--- config.mk ---
export PLATFORM = sky130hd
export DESIGN_NAME = qtbat_ctrl
export DESIGN_NICKNAME = d
export VERILOG_FILES = /design/src/rtl/qtbat_pkg.sv /design/src/rtl/qtbat_ctrl.sv
export SDC_FILE = /design/constraint.sdc
export NUM_CORES = 1
export LEC_CHECK = 0
export BUFFER_PORTS_ARGS = -buffer_cell sky130_fd_sc_hd__buf_2
export CAP_MARGIN = 20
export CORE_AREA = 2 2 39 41
export CTS_CLUSTER_SIZE = 24
export DETAILED_ROUTE_END_ITERATION = 7
export DIE_AREA = 0 0 41 43
export GPL_ROUTABILITY_DRIVEN = 0
export HOLD_SLACK_MARGIN = 0.1
export PLACE_DENSITY = 0.56
export SKIP_CTS_REPAIR_TIMING = 1
export SLEW_MARGIN = 10
export SYNTH_ARGS = -nofsm -noshare
export SYNTH_HDL_FRONTEND = slang
export SYNTH_SLANG_ARGS = --single-unit
export TNS_END_PERCENT = 20
--- constraint.sdc ---
create_clock -name clk -period 1.6 [get_ports clk]
set_input_delay 0.32 -clock clk [delete_from_list [all_inputs] [get_ports clk]]
set_output_delay 0.32 -clock clk [all_outputs]
set_load 0.02 [all_outputs]
--- src/rtl/qtbat_pkg.sv ---
package qtbat_pkg;

  localparam int DEF_NUM_STATES  = 256;
  localparam int DEF_NUM_ACTIONS = 8;

  // Fixed field widths of the stream payloads.
  localparam int STATE_W    = 8;
  localparam int ACTION_W   = 3;
  localparam int VALUE_W    = 32;
  localparam int IN_TDATA_W  = 48;
  localparam int OUT_TDATA_W = 40;

  // Bits needed to index n entries, never less than one.
  function automatic int addr_width(input int n);
    return (n > 1) ? $clog2(n) : 1;
  endfunction

  // Commands from the controller to the datapath.
  typedef struct packed {
    logic clear;   // one step of the clearing pass
    logic accept;  // input transfer this cycle
    logic eval;    // resolve best against the written value
    logic scan;    // issue one rescan read
    logic wb;      // write best entry back and load the result
  } cmd_t;

  // Status from the datapath to the controller.
  typedef struct packed {
    logic clr_last;   // last entry of the clearing pass
    logic in_range;   // input state and action are in range
    logic match;      // written action is the current best
    logic scan_last;  // last rescan read is being issued
    logic out_free;   // result register can take a new result
  } status_t;

endpackage

--- src/rtl/qtbat_ctrl.sv ---
module qtbat_ctrl
  import qtbat_pkg::*;
(
  input  logic    clk,
  input  logic    rst,
  input  logic    in_valid,
  output logic    in_ready,
  input  status_t status,
  output cmd_t    cmd
);

  localparam logic [2:0] S_CLEAR = 3'd0;
  localparam logic [2:0] S_IDLE  = 3'd1;
  localparam logic [2:0] S_RD    = 3'd2;
  localparam logic [2:0] S_EVAL  = 3'd3;
  localparam logic [2:0] S_SCAN  = 3'd4;
  localparam logic [2:0] S_DRAIN = 3'd5;
  localparam logic [2:0] S_WB    = 3'd6;

  logic [2:0] state;
  logic [2:0] state_next;

  assign in_ready = (state == S_IDLE);

  always_comb begin
    cmd        = '0;
    state_next = state;
    unique case (state)
      S_CLEAR: begin
        cmd.clear = 1'b1;
        if (status.clr_last) begin
          state_next = S_IDLE;
        end
      end
      S_IDLE: begin
        if (in_valid) begin
          cmd.accept = 1'b1;
          state_next = status.in_range ? S_RD : S_WB;
        end
      end
      S_RD: begin
        // The memories read the best entry and action 0 on their own.
        state_next = S_EVAL;
      end
      S_EVAL: begin
        cmd.eval   = 1'b1;
        state_next = status.match ? S_SCAN : S_WB;
      end
      S_SCAN: begin
        cmd.scan = 1'b1;
        if (status.scan_last) begin
          state_next = S_DRAIN;
        end
      end
      S_DRAIN: begin
        state_next = S_WB;
      end
      S_WB: begin
        if (status.out_free) begin
          cmd.wb     = 1'b1;
          state_next = S_IDLE;
        end
      end
      default: begin
        state_next = S_IDLE;
      end
    endcase
  end

  always_ff @(posedge clk) begin
    if (rst) begin
      state <= S_CLEAR;
    end else begin
      state <= state_next;
    end
  end

endmodule

# Word level (Yosys, flattened, before mapping)
# Index checks and enable logic that the tools add are counted.
classes:
  n_eq_ne: 10
  mux: 14
  reduce_logical: 2
ops:
  columns: ["op", "count"]
  rows:
  - ["$pmux W3 S7", 1]
  - ["$mux W3", 5]
  - ["$eq A3 B3 Y1 const B", 3]
  - ["$ne A2 B2 Y1 const B", 4]
  - ["$mux W1", 7]
  - ["$eq A3 B2 Y1 const B", 2]
  - ["$reduce_and A4 Y1", 1]
  - ["$eq A3 B1 Y1 const B", 1]
  - ["$logic_not A3 Y1", 1]
  - ["$mux W2", 1]
word_totals:
  regBits: 3
  out_inout_bits: 6

# Depth between registers and ports, before layout
depth:
  word_depth: 3
  depth_mapped: 7
  mapped_depth_nobuf: 6

# Least setup slack after synthesis
# OpenSTA, ideal clock, no wires.
synth_timing:
  kind: "register to register"
  startpoint: "reg state[1]"
  endpoint: "reg state[2]"
  setup_time_ns: 0.058
  arrival_ns: 1.610
  required_time_ns: 1.542
  slack_ns: -0.068
  stages_incl_launch_ff: 8
  path_buffers: 1
  period_less_slack_ns: 1.668
  cell_sequence: "dfxtp_1 buf_6 inv_2 ha_1 nand2b_1 a222oi_1 and3_1 o21ba_1"
synth_via:
  elab_chain_cells: 3
synth_rtl:
  columns: ["element", "line", "text"]
  rows:
  - ["start: declaration", "qtbat_ctrl.sv:20", "logic [2:0] state;"]
  - ["start signal: assignment", "qtbat_ctrl.sv:74", "state <= state_next;"]
  - ["$eq A3 B3 Y1 (tied with other cells)", "qtbat_ctrl.sv:28", "unique case (state)"]
  - ["$ne A2 B2 Y1 (no source line)", null, null]
  - ["$reduce_and A4 Y1 (no source line)", null, null]
# Several ways; a longest one is shown, not always the timed one.
# A chain may end at the register's enable or synchronous reset.

==> results.sh <==
export IMPL_synth_nets=46
export IMPL_die_h_um=43
export IMPL_ant_nets=0
export IMPL_start_kind="flip-flop"
export IMPL_async_flop_share_pct=0
export IMPL_grt_pass1_vias=280
export IMPL_vias=324
export IMPL_place_ws_ns=0.183
export IMPL_nFillCells=155
export IMPL_rows=14
export IMPL_routed_wl_um=705
export IMPL_drtIter0Drc=5
export IMPL_timing_reg2reg_setup_slack_ns=0.14
export IMPL_tns_ns=0
export IMPL_synthCells=37
export IMPL_grt_antenna_before_repair=0
export IMPL_syn_area_um2=309
export IMPL_seq_area_frac_synth_pct=19.4
export IMPL_clkTransAtPathRegs_ns=0.04
export IMPL_fin_crit_ns=1.54
export IMPL_ir_drop_uv=555
export IMPL_grt_usage_pct=8.72
export IMPL_io_buffers=13
export IMPL_nets=66
export IMPL_coreArea_um2=1380
export IMPL_cp_startpoint="state[2]"
export IMPL_pin_count=14
export IMPL_synth_top_area_share_pct=19.4
export IMPL_drive_above_1_share_pct=51.8
export IMPL_syn_to_final_growth_pct=48.6
export IMPL_path_max_fanout=7
export IMPL_synth_cell_types=24
export IMPL_fin_skew_ns=0.000472
export IMPL_grt_pass1_wl_um=1040
export IMPL_yosys_top_cells_area="dfxtp_1 (19%), nor4b_4 (7.7%), buf_6 (7.3%), nor2_1 (6.1%), and2_1 (4.0%)"
export IMPL_drc=0
export IMPL_initial_core_util_pct=22.3
export IMPL_fmax_mhz=649
export IMPL_r2r_end="state[2]"
export IMPL_clock_path_buffers=2
export IMPL_crit_type="flip-flop to output pin"
export IMPL_status="completed"
export IMPL_setup_violations=0
export IMPL_stdcell_area_um2=459
export IMPL_r2r_start="state[2]"
export IMPL_required_ns=1.28
export IMPL_synth_edff_count=0
export IMPL_ys_top_cells_by_count="nor2_1 (5), dfxtp_1 (3)"
export IMPL_hold_slack_ns=0.271
export IMPL_reg2reg_depth=6
export IMPL_timing_final_crit_share_pct=96.4
export IMPL_rsz0062_at_grt="false"
export IMPL_end_kind="output pin"
export IMPL_finalHoldViolCount=0
export IMPL_maxCapViolCount=0
export IMPL_grt_max_degree=12
export IMPL_min_path_type="primary input to flip-flop"
export IMPL_ys_flop_type="dfxtp_1"
export IMPL_dr_pass1_iters=6
export IMPL_cts_tree="done"
export IMPL_largest_register_ffs=3
export IMPL_yosys_register_bits=3
export IMPL_grt_overflow=0
export IMPL_cts_root_buffer="clkbuf_4"
export IMPL_wire_per_inst_um=9.79
export IMPL_worstPathArrival_ns=1.22
export IMPL_cp_endpoint="cmd[3]"
export IMPL_worst_slack_ns=0.0582
export IMPL_p_leak_uw=0.000212
export IMPL_synth_most_common_cell="nor2_1"
export IMPL_tightestPinTransition_ns=0.235
export IMPL_dieWidth_um=41
export IMPL_yosys_area_top_type="dfxtp_1"
export IMPL_regMostFlops="state"
export IMPL_place_area_um2=400
export IMPL_viasPerCell=4.50
export IMPL_top_regs="state (3)"
export IMPL_ys_warnings_count=0
export IMPL_drv_slew=0
export IMPL_power_density_nw_per_um2=1580
export IMPL_antenna_cells=0
export IMPL_finalPower_uw=724
export IMPL_cts_max_level=1
export IMPL_timing_slew_headroom_pct=84.2
export IMPL_cts_sinks=3
export IMPL_avgSynthCellArea_um2=8.35
export IMPL_dp_hpwl_um=513
export IMPL_clock_latency_ns=0.23
export IMPL_numCtsBuffers=3
export IMPL_die_area_um2=1760
## power by group
group | switching (uW) | internal [uW] | leakage, uW
clock network | 37.3 | 93.3 | 0.0000150
logic | 228 | 223 | 0.000172
registers | 39.8 | 103 | 0.0000253
total | 305 | 419 | 0.000212
## final cells by class
class	instances	area, um^2	share of cell area (%)
clock buffer	4	26.3	5.72
tap	16	20.0	4.36
multi-input combinational	31	245	53.4
sequential	3	62.6	13.6
inverter	1	3.75	0.817
timing repair buffer	17	101	22.1
## worst min path at each step
stage | start | end | cells past startpoint
after floorplan | rst | state[1] | 1
after global placement | rst | state[1] | 2
after detailed placement | rst | state[1] | 2
after CTS | rst | state[1] | 2
after global routing | rst | state[1] | 2
final | rst | state[0] | 2
## cell usage in the layout, fill, tap and decap left out, types with 2 or more instances in the layout
cell,n
dfxtp_2,2
a21oi_1,2
and3_1,2
clkbuf_4,3
and2_1,2
buf_2,12
nor3_1,2
nor2_1,4
o21ai_0,2
buf_4,4
## cell families (layout without fill, tap and decap cells)
family | count (synthesis) | after routing | synth area share [%]
fa+ha+maj | 1 | 1 | 4.05
compound gates | 11 | 11 | 25.5
simple gates | 17 | 17 | 36.4
flops | 3 | 3 | 19.4
xor+xnor | 1 | 1 | 2.83
mux | 1 | 1 | 3.24
buf+inv | 3 | 22 | 8.50
## worst max-delay path: stages (launching register included)
cell and delay, ns:
dfxtp_1 0.38, buf_6 0.14, nand2b_4 0.13, nor2_2 0.04
and2_1 0.14, buf_4 0.15
## stage by stage
stage | std cells | util (%)
floorplan | 37 | -
global placement | 66 | 28.9
detailed placement | 66 | 28.9
CTS | 70 | 30.8
global route | 72 | 33.2
finish | 72 | 33.2
## metal layers
metal	wire, um	global-route usage [%]	vias up
met3	44	1.57	0
met5	0	0	-
met4	0	8.00	0
met2	350	13.1	10
met1	310	9.58	140
li1	-	-	174
No activity file was read; power rests on OpenSTA's default activity.
